`src/rtl/alist_pkg.sv`:
```
// alist_pkg: shared types, codes and sizes of the array list block
// item structs, operation and status codes, controller states, ram request
// no dependencies
package alist_pkg;

	localparam int DEPTH = 64;
	localparam int ADDR_W = $clog2(DEPTH);
	localparam int CNT_W = $clog2(DEPTH + 1);
	localparam int OP_W = 2;
	localparam int POS_W = 7;
	localparam int VAL_W = 32;
	localparam int STAT_W = 2;
	localparam int LEN_W = 7;
	localparam int CMP_W = (CNT_W > POS_W) ? CNT_W : POS_W;

	localparam logic [OP_W-1:0] OP_INSERT = 2'd0;
	localparam logic [OP_W-1:0] OP_DELETE = 2'd1;
	localparam logic [OP_W-1:0] OP_READ = 2'd2;

	localparam logic [STAT_W-1:0] STAT_OK = 2'd0;
	localparam logic [STAT_W-1:0] STAT_RANGE = 2'd1;
	localparam logic [STAT_W-1:0] STAT_FULL = 2'd2;

	typedef struct packed {
		logic [OP_W-1:0] operation;
		logic [POS_W-1:0] position;
		logic signed [VAL_W-1:0] new_value;
	} in_item_t;

	typedef struct packed {
		logic [STAT_W-1:0] status;
		logic signed [VAL_W-1:0] out_value;
		logic [LEN_W-1:0] length;
	} out_item_t;

	typedef struct packed {
		logic we;
		logic [ADDR_W-1:0] waddr;
		logic [VAL_W-1:0] wdata;
		logic re;
		logic [ADDR_W-1:0] raddr;
	} ram_req_t;

	typedef enum logic [1:0] {
		S_IDLE,
		S_SCAN,
		S_FINISH,
		S_OUT
	} ctrl_state_t;

endpackage

```
`src/rtl/array_list_insert_delete_top.sv`:
```
// array_list_insert_delete_top: fixed-depth ordered list with insert, delete, read
// instantiates alist_ctrl and alist_ram, holds the output register
// depends on alist_pkg
//
// channel  | direction | handshake             | payload
// in       | input     | in_valid / in_stall   | in_item (operation, position, new_value)
// out      | output    | out_valid / out_stall | out_item (status, out_value, length)
//
// a read passes S_SCAN and S_FINISH to S_OUT, errors go from S_IDLE to S_OUT
// insert and delete move the elements from position p to the end in S_SCAN
// through the ram, one element read and one written per cycle
// reset clears the count and the control state; ram contents are not cleared
// out_stall holds the output register; the next item is still taken and worked on, its result waits in S_OUT

module array_list_insert_delete_top (
	input logic clk,
	input logic arst_n,
	input logic in_valid,
	output logic in_stall,
	input alist_pkg::in_item_t in_item,
	output logic out_valid,
	input logic out_stall,
	output alist_pkg::out_item_t out_item
);
	import alist_pkg::*;

	ram_req_t ram_req;
	logic [VAL_W-1:0] ram_rdata;
	logic res_valid;
	logic res_take;
	out_item_t res_item;
	logic out_valid_q;
	out_item_t out_item_q;

	assign res_take = !out_valid_q || !out_stall;
	assign out_valid = out_valid_q;
	assign out_item = out_item_q;

	alist_ctrl u_ctrl (
		.clk(clk),
		.arst_n(arst_n),
		.in_valid(in_valid),
		.in_stall(in_stall),
		.in_item(in_item),
		.ram_req(ram_req),
		.ram_rdata(ram_rdata),
		.res_valid(res_valid),
		.res_take(res_take),
		.res_item(res_item)
	);

	alist_ram #(
		.DEPTH_P(DEPTH),
		.WIDTH_P(VAL_W)
	) u_ram (
		.clk(clk),
		.we(ram_req.we),
		.waddr(ram_req.waddr),
		.wdata(ram_req.wdata),
		.re(ram_req.re),
		.raddr(ram_req.raddr),
		.rdata(ram_rdata)
	);

	always_ff @(posedge clk or negedge arst_n) begin
		if (!arst_n) begin
			out_valid_q <= 1'b0;
		end else if (res_take) begin
			out_valid_q <= res_valid;
		end
	end

	always_ff @(posedge clk) begin
		if (res_take && res_valid) begin
			out_item_q <= res_item;
		end
	end

endmodule

```
`src/rtl/alist_ram.sv`:
```
// alist_ram: generic simple dual-port ram, one write and one read port
// read data registered, held while re is low
// no dependencies
module alist_ram #(
	parameter int DEPTH_P = 64,
	parameter int WIDTH_P = 32,
	parameter int AW_P = $clog2(DEPTH_P)
) (
	input logic clk,
	input logic we,
	input logic [AW_P-1:0] waddr,
	input logic [WIDTH_P-1:0] wdata,
	input logic re,
	input logic [AW_P-1:0] raddr,
	output logic [WIDTH_P-1:0] rdata
);

	logic [WIDTH_P-1:0] mem [DEPTH_P];

	always_ff @(posedge clk) begin
		if (we) begin
			mem[waddr] <= wdata;
		end
	end

	always_ff @(posedge clk) begin
		if (re) begin
			rdata <= mem[raddr];
		end
	end

endmodule

```
`src/rtl/alist_ctrl.sv`:
```
// alist_ctrl: sequencer for insert, delete and read over the element ram
// moves one element per cycle, holds the element count
// depends on alist_pkg
module alist_ctrl (
	input logic clk,
	input logic arst_n,
	input logic in_valid,
	output logic in_stall,
	input alist_pkg::in_item_t in_item,
	output alist_pkg::ram_req_t ram_req,
	input logic [alist_pkg::VAL_W-1:0] ram_rdata,
	output logic res_valid,
	input logic res_take,
	output alist_pkg::out_item_t res_item
);
	import alist_pkg::*;

	ctrl_state_t state_q, state_d;
	logic [CNT_W-1:0] cnt_q, cnt_d;
	logic [OP_W-1:0] op_q, op_d;
	logic [ADDR_W-1:0] pos_q, pos_d;
	logic [VAL_W-1:0] val_q, val_d;
	logic [ADDR_W-1:0] ra_q, ra_d;
	logic pend_q, pend_d;
	logic [ADDR_W-1:0] pend_addr_q, pend_addr_d;
	logic cap_q, cap_d;
	logic [VAL_W-1:0] got_q, got_d;
	logic [STAT_W-1:0] stat_q, stat_d;
	logic [CMP_W-1:0] pos_x, cnt_x;
	logic [ADDR_W-1:0] last_addr;

	assign pos_x = CMP_W'(in_item.position);
	assign cnt_x = CMP_W'(cnt_q);
	assign last_addr = ADDR_W'(cnt_q - CNT_W'(1));
	assign in_stall = (state_q != S_IDLE);
	assign res_item.status = stat_q;
	assign res_item.out_value = got_q;
	assign res_item.length = LEN_W'(cnt_q);

	always_comb begin
		state_d = state_q;
		cnt_d = cnt_q;
		op_d = op_q;
		pos_d = pos_q;
		val_d = val_q;
		ra_d = ra_q;
		pend_d = 1'b0;
		pend_addr_d = pend_addr_q;
		cap_d = 1'b0;
		got_d = cap_q ? ram_rdata : got_q;
		stat_d = stat_q;
		res_valid = 1'b0;
		ram_req.we = pend_q;
		ram_req.waddr = pend_addr_q;
		ram_req.wdata = ram_rdata;
		ram_req.re = 1'b0;
		ram_req.raddr = ra_q;
		unique case (state_q)
			S_IDLE: begin
				if (in_valid) begin
					op_d = in_item.operation;
					pos_d = ADDR_W'(in_item.position);
					val_d = in_item.new_value;
					stat_d = STAT_OK;
					got_d = '0;
					priority if (in_item.operation == OP_INSERT) begin
						priority if (pos_x > cnt_x) begin
							stat_d = STAT_RANGE;
							state_d = S_OUT;
						end else if (cnt_q == CNT_W'(DEPTH)) begin
							stat_d = STAT_FULL;
							state_d = S_OUT;
						end else if (cnt_x > pos_x) begin
							ra_d = last_addr;
							state_d = S_SCAN;
						end else begin
							state_d = S_FINISH;
						end
					end else if (in_item.operation == OP_DELETE ||
						in_item.operation == OP_READ) begin
						if (pos_x >= cnt_x) begin
							stat_d = STAT_RANGE;
							state_d = S_OUT;
						end else begin
							ra_d = ADDR_W'(in_item.position);
							state_d = S_SCAN;
						end
					end else begin
						stat_d = STAT_RANGE;
						state_d = S_OUT;
					end
				end
			end
			S_SCAN: begin
				ram_req.re = 1'b1;
				priority if (op_q == OP_INSERT) begin
					pend_d = 1'b1;
					pend_addr_d = ra_q + ADDR_W'(1);
					if (ra_q == pos_q) begin
						state_d = S_FINISH;
					end else begin
						ra_d = ra_q - ADDR_W'(1);
					end
				end else if (op_q == OP_DELETE) begin
					if (ra_q == pos_q) begin
						cap_d = 1'b1;
					end else begin
						pend_d = 1'b1;
						pend_addr_d = ra_q - ADDR_W'(1);
					end
					if (ra_q == last_addr) begin
						state_d = S_FINISH;
					end else begin
						ra_d = ra_q + ADDR_W'(1);
					end
				end else begin
					cap_d = 1'b1;
					state_d = S_FINISH;
				end
			end
			S_FINISH: begin
				if (!pend_q && !cap_q) begin
					state_d = S_OUT;
					priority if (op_q == OP_INSERT) begin
						ram_req.we = 1'b1;
						ram_req.waddr = pos_q;
						ram_req.wdata = val_q;
						cnt_d = cnt_q + CNT_W'(1);
					end else if (op_q == OP_DELETE) begin
						cnt_d = cnt_q - CNT_W'(1);
					end else begin
						cnt_d = cnt_q;
					end
				end
			end
			S_OUT: begin
				res_valid = 1'b1;
				if (res_take) begin
					state_d = S_IDLE;
				end
			end
			default: begin
				state_d = S_IDLE;
			end
		endcase
	end

	always_ff @(posedge clk or negedge arst_n) begin
		if (!arst_n) begin
			state_q <= S_IDLE;
			cnt_q <= '0;
			pend_q <= 1'b0;
			cap_q <= 1'b0;
		end else begin
			state_q <= state_d;
			cnt_q <= cnt_d;
			pend_q <= pend_d;
			cap_q <= cap_d;
		end
	end

	always_ff @(posedge clk) begin
		op_q <= op_d;
		pos_q <= pos_d;
		val_q <= val_d;
		ra_q <= ra_d;
		pend_addr_q <= pend_addr_d;
		got_q <= got_d;
		stat_q <= stat_d;
	end

endmodule

```
`config.mk`:
```
export PLATFORM = sky130hd
export DESIGN_NAME = array_list_insert_delete_top
export DESIGN_NICKNAME = d
export VERILOG_FILES = /design/src/rtl/alist_pkg.sv /design/src/rtl/array_list_insert_delete_top.sv /design/src/rtl/alist_ram.sv /design/src/rtl/alist_ctrl.sv
export SDC_FILE = /design/constraint.sdc
export NUM_CORES = 2
export LEC_CHECK = 0
export BUFFER_PORTS_ARGS = -buffer_cell sky130_fd_sc_hd__buf_2
export CAP_MARGIN = 20
export CORE_MARGIN = 2
export CORE_UTILIZATION = 55
export CTS_BUF_LIST = sky130_fd_sc_hd__clkbuf_16
export DETAILED_ROUTE_END_ITERATION = 7
export PLACE_DENSITY = 0.78
export REMOVE_ABC_BUFFERS = 1
export SLEW_MARGIN = 25
export SYNTH_ARGS = -nofsm -noshare
export SYNTH_HDL_FRONTEND = slang
export SYNTH_HIERARCHICAL = 1
export SYNTH_SLANG_ARGS = --single-unit
```
`constraint.sdc`:
```
create_clock -name clk -period 7.3 [get_ports clk]
set_clock_uncertainty 0.15 [all_clocks]
set_input_delay 0.73 -clock clk [delete_from_list [all_inputs] [get_ports clk]]
set_output_delay 0.73 -clock clk [all_outputs]
set_load 0.02 [all_outputs]
```
After elaboration in Yosys (flattened, before gate mapping) --
Memory sizes are Yosys's and may differ from the RTL's. A register that Yosys moved wholly into a read port is not among the register bits. Cells that the tools add are included. W data, S select, Z words.
Cells by class: add/subtract/negate cells 4, $lt $le $gt $ge 3, equal/unequal tests 23, mux-type cells 53, reductions and logical operators 19
Operators with widths (number):
- $mux W39 | 3
- $mux W32 | 3
- $mux W6 | 13
- $mux W2 | 16
- $ne A3 B3 Y1 const B | 5
- $gt A7 B7 Y1 | 2
- $mux W1 | 14
- $mux W7 | 2
- $eq A6 B6 Y1 | 2
- $pmux W6 S2 | 1
- $reduce_and A10 Y1 | 1
- $pmux W2 S4 | 1
- $add A7 B1 Y7 const B | 1
- $eq A7 B7 Y1 const B | 1
- $ge A7 B7 Y1 | 1
- $sub A7 B1 Y7 const B | 1
- $add A6 B1 Y6 const B | 1
- $eq A2 B1 Y1 const B | 3
- $eq A2 B2 Y1 const B | 3
- $logic_not A2 Y1 | 3
- $ne A3 B1 Y1 const B | 2
- $ne A3 B2 Y1 const B | 2
- $reduce_and A3 Y1 | 2
- $reduce_bool A2 Y1 | 3
- other kinds (9) | 16
Word-level totals: register bits 139, bits in writable memories 2048, input port bits 45, word-level logic and storage cells 118, memories kept 1
Memory list:
- u_ram.mem | depth 64, width 32, rd ports 1, clocked after memory_dff 1, write ports 1, RTL line alist_ram.sv:18 | logic [WIDTH_P-1:0] mem [DEPTH_P];

Logic depth before layout (Yosys ltp) --
word-level depth 7, gate-level depth with buffers 12

By module --
Netlist, hierarchy kept.
Modules (own cells, without submodules):
- alist_ram | instances 1, cells each 3324, area each 78833.1 µm², seq. area each 62459.9 µm²
- alist_ctrl | instances 1, cells each 407, area each 4775.8 µm², seq. area each 2537.4 µm²
- array_list_insert_delete_top | instances 1, cells each 45, area each 1278.7 µm², seq. area each 1256.2 µm²

Worst setup path after synthesis --
Ideal clock, no wire load.
path type register to register, start reg u_ctrl.state_q[0], end mem u_ram.mem[48][0], enable pin, setup time 0.461 ns, data arrival time 4.711 ns, slack 1.979 ns, cell stages (with the launch flop) 13, period minus slack after synthesis 5.321 ns, cell sequence dfrtp_1 -> inv_1 -> ha_1 -> or4b_1 -> buf_2 -> nor2_2 -> buf_4 -> buf_4 -> mux2_1 -> clkbuf_1 -> nor2b_1 -> nand4b_1 -> nor3_1
RTL lines:
- from (decl) | RTL line alist_ctrl.sv:18 | ctrl_state_t state_q, state_d;
- from (signal assigned) | RTL line alist_ctrl.sv:155 | state_q <= state_d;
- to (decl) | RTL line alist_ram.sv:18

==> results.yml <==
global_routing:
  globalRouteOverflowTotal: 0
  antenna_found_initial: 17
  grt_pass1_wl_microns: 313000
  grt_pass1_vias: 41700
  grt_max_degree: 137
  track_usage_pct: 28.4
critical_path:
  path_max_fanout: 36
  end_kind: "flop"
  cp.arrival_ps: 5650
  cp.required_ps: 7640
  criticalPathCategory: "flop to flop"
  cp-start-kind: "flop"
  ff2ff_path_depth: 9
  worst_path_largest_cell_delay_ps: 880
  critPathTopFamily: "simple AND/OR/NAND/NOR gates"
  cp.depth: 9
  critical_path_buf_inv_count: 3
  path_cells: "inv_1 > ha_1 > or4b_1 > nor2_4 > buf_4 > mux2_1 > nand3b_1 > nor2_4 > buf_4"
  cpMaxStageDelayCell: "nor2_4"
detailed_routing:
  ant_nets: 0
  post-route-drc-count: 0
  highest_layer: "met5"
  initialDrtViolationCount: 8068
  wirelength_microns: 226000
  drt_pass1_iterations: 7
  wl_per_cell_microns: 36.2
  wl_met3_microns: 30000
  vias_per_cell: 6.82
  m1WireLength_microns: 77200
  vias: 42600
  met2_length_microns: 107000
finish:
  layoutNonFillerInstCount: 6237
  fill_cells: 9490
  drive_gt1_share_pct: 27.8
  final_cell_mix: "edfxtp_1, mux4_2, clkbuf_16, mux2i_1, nor2_1"
  layout_commonest_cell: "edfxtp_1"
  nets: 4082
  syn2layout_area_growth_pct: 13.5
sta:
  fin_ws_ps: 1990
  slew_viol_final: 0
  grt_setup_unrepaired: "no"
  finalCritPeriodShare_pct: 72.7
  setup_viol: 0
  min_period_ps: 5310
  tightest_slew_ps: 1110
  slew_headroom_pct: 25.9
  fmaxAchievable_ghz: 0.188
  hold_viol: 0
placement:
  hpwl_microns: 121000
  port_buffers: 87
  gp_congestion: 0.885
  dp_worst_setup_slack_ps: 1950
  dp.cells: 5803
pwr:
  power_leakage_nw: 30.4
  clockPowerShare_pct: 27.4
  sw_frac_of_total_pct: 33.1
  comb_power_share_pct: 29.7
  power_frac_seq_pct: 42.9
  power_density_nw_per_um2: 405
  p_int_mw: 26.1
  ir_worst_vdd_mv: 0.480
  p_switching_mw: 12.9
synth:
  yosysUniqueCellTypes: 61
  ys.flop_type: "edfxtp_1"
  yosys_warnings: 6
  yosysSeqAreaShare_pct: 78.0
  syn_inst: 3776
  synth_edf_count: 2175
  mappedNetlistArea_sq_um: 84900
  async_reset_ff_share_pct: 0.541
  yosys_register_bits: 2219
  syn_area_per_cell_sq_um: 22.5
cts:
  cts_root_buf: "clkbuf_16"
  cts_setup_buffers: 0
  cts_resized: 0
  cts.htree.levels: 4
  clk_latency_ps: 820
  clkSlewWorstSetupHoldPaths_ps: 60
  clock_sinks: 2219
  cts.path.max_buffers: 3
  cts_tree: "done"
  cts_buffers: 200
floorplanning:
  io_pins: 88
  dieHeight_microns: 397
  start_util_pct: 55.2
  coreArea_sq_um: 154000
  dieArea_sq_um: 157000
  die_x_microns: 397
  rows: 144
flow_run:
  cap_violations: 0
outcome:
  outcome: "completed"
hold_path:
  hp-class: "primary input to flop"
  hold_depth: 1
==> power groups by stage <==
stage                     sequential (mW)  clock (mW)  combinational (mW)
after floorplan                      17.7           0                6.90
after global placement               17.0           0                10.8
after detailed placement             17.0           0                11.0
after CTS                            16.7        10.8                11.3
after global routing                 16.8        11.2                11.9
final                                16.8        10.7                11.6
==> kinds of logic after synthesis <==
kind of cell / count (synthesis) / share of synthesized area [%]
AO/OA/AOI/OAI: 246 / 1.87
multiplexers: 713 / 16.5
adder cells (fa/ha/maj): 18 / 0.265
XOR/XNOR: 31 / 0.336
AND/OR/NAND/NOR: 321 / 1.73
flip-flops: 2219 / 78.0
buffers and inverters: 228 / 1.27
==> final timing paths <==
kind / from / endpoint / slack [ps]
min in group asynchronous: arst_n / u_ctrl/cnt_q[6] / 210
hold / removal: in_item[8] / u_ctrl/val_q[8] / 110
setup reg to reg: u_ctrl/state_q[0] / u_ram/mem[45][19] / 1990
max in group asynchronous: arst_n / u_ctrl/cap_q / 6520
hold reg to reg: u_ctrl/got_q[18] / out_item[25] / 280
setup / recovery: u_ctrl/state_q[0] / u_ram/mem[45][19] / 1990
==> metal layers <==
metal	vias to the layer above	track usage, %
li1	16400	-
met1	22000	39.1
met2	3644	44.0
met3	507	6.42
met4	8	12.4
met5	-	0
==> registers in the layout, summed over array words and instances (netlist names) <==
name / count
out_item: 41
out_valid: 1
u_ctrl/cap_q: 1
u_ctrl/cnt_q: 7
u_ctrl/got_q: 32
u_ctrl/op_q: 2
u_ctrl/pend_addr_q: 6
u_ctrl/pend_q: 1
u_ctrl/pos_q: 6
u_ctrl/ra_q: 6
u_ctrl/stat_q: 2
u_ctrl/state_q: 2
u_ctrl/val_q: 32
u_ram/mem: 2048
u_ram/rdata: 32
==> synth_stat cells (8+ instances only) <==
cell | count | area share (%)
a22oi_1 | 13 | 0.11
clkbuf_1 | 97 | 0.43
nand3_1 | 12 | 0.071
o221ai_1 | 28 | 0.29
o21ai_0 | 15 | 0.088
xnor2_1 | 24 | 0.25
nor2b_1 | 16 | 0.12
dfxtp_1 | 32 | 0.75
ha_1 | 18 | 0.27
buf_1 | 15 | 0.066
o22ai_1 | 84 | 0.62
dfrtp_1 | 12 | 0.35
nand2b_1 | 10 | 0.074
buf_2 | 64 | 0.38
nor3_1 | 11 | 0.065
nand2_1 | 45 | 0.20
mux2_1 | 39 | 0.52
inv_1 | 19 | 0.084
edfxtp_1 | 2175 | 77
mux2i_1 | 130 | 1.5
a21oi_1 | 76 | 0.45
a311oi_1 | 8 | 0.083
mux4_2 | 544 | 14
buf_4 | 26 | 0.23
nor2_1 | 179 | 0.79
==> stage by stage <==
step	hold slack [ps]	instance area (sq um)	utilization, %	TNS, ps	total power, mW
CTS	45.3	95900	62.4	0	38.8
floorplan	250	83900	-	-833360	24.6
finish	106	96400	62.7	0	39.1
global route	83.6	96400	62.7	0	39.8
detailed placement	263	88800	57.8	0	28.0
global placement	264	88100	57.3	0	27.7
==> area by class of cell <==
class | count | area, sq um | share of cell area [%]
flip-flops and latches | 2219 | 66300 | 68.8
multi-input cells | 1329 | 18100 | 18.8
clock buffers | 209 | 5230 | 5.43
repair buffers | 249 | 2680 | 2.78
well taps | 2044 | 2560 | 2.65
clock inverters | 165 | 1440 | 1.50
inverters | 20 | 75.1 | 0.0779
diodes | 2 | 5.00 | 0.00519
==> repair_timing <==
| item | in CTS | in global routing |
|---|---|---|
| endpoints found under the setup margin | 0 | 0 |
| hold buffers | 38 | 0 |
| endpoints found under the hold margin | 49 | 0 |
(Power assumes the default switching activity.)
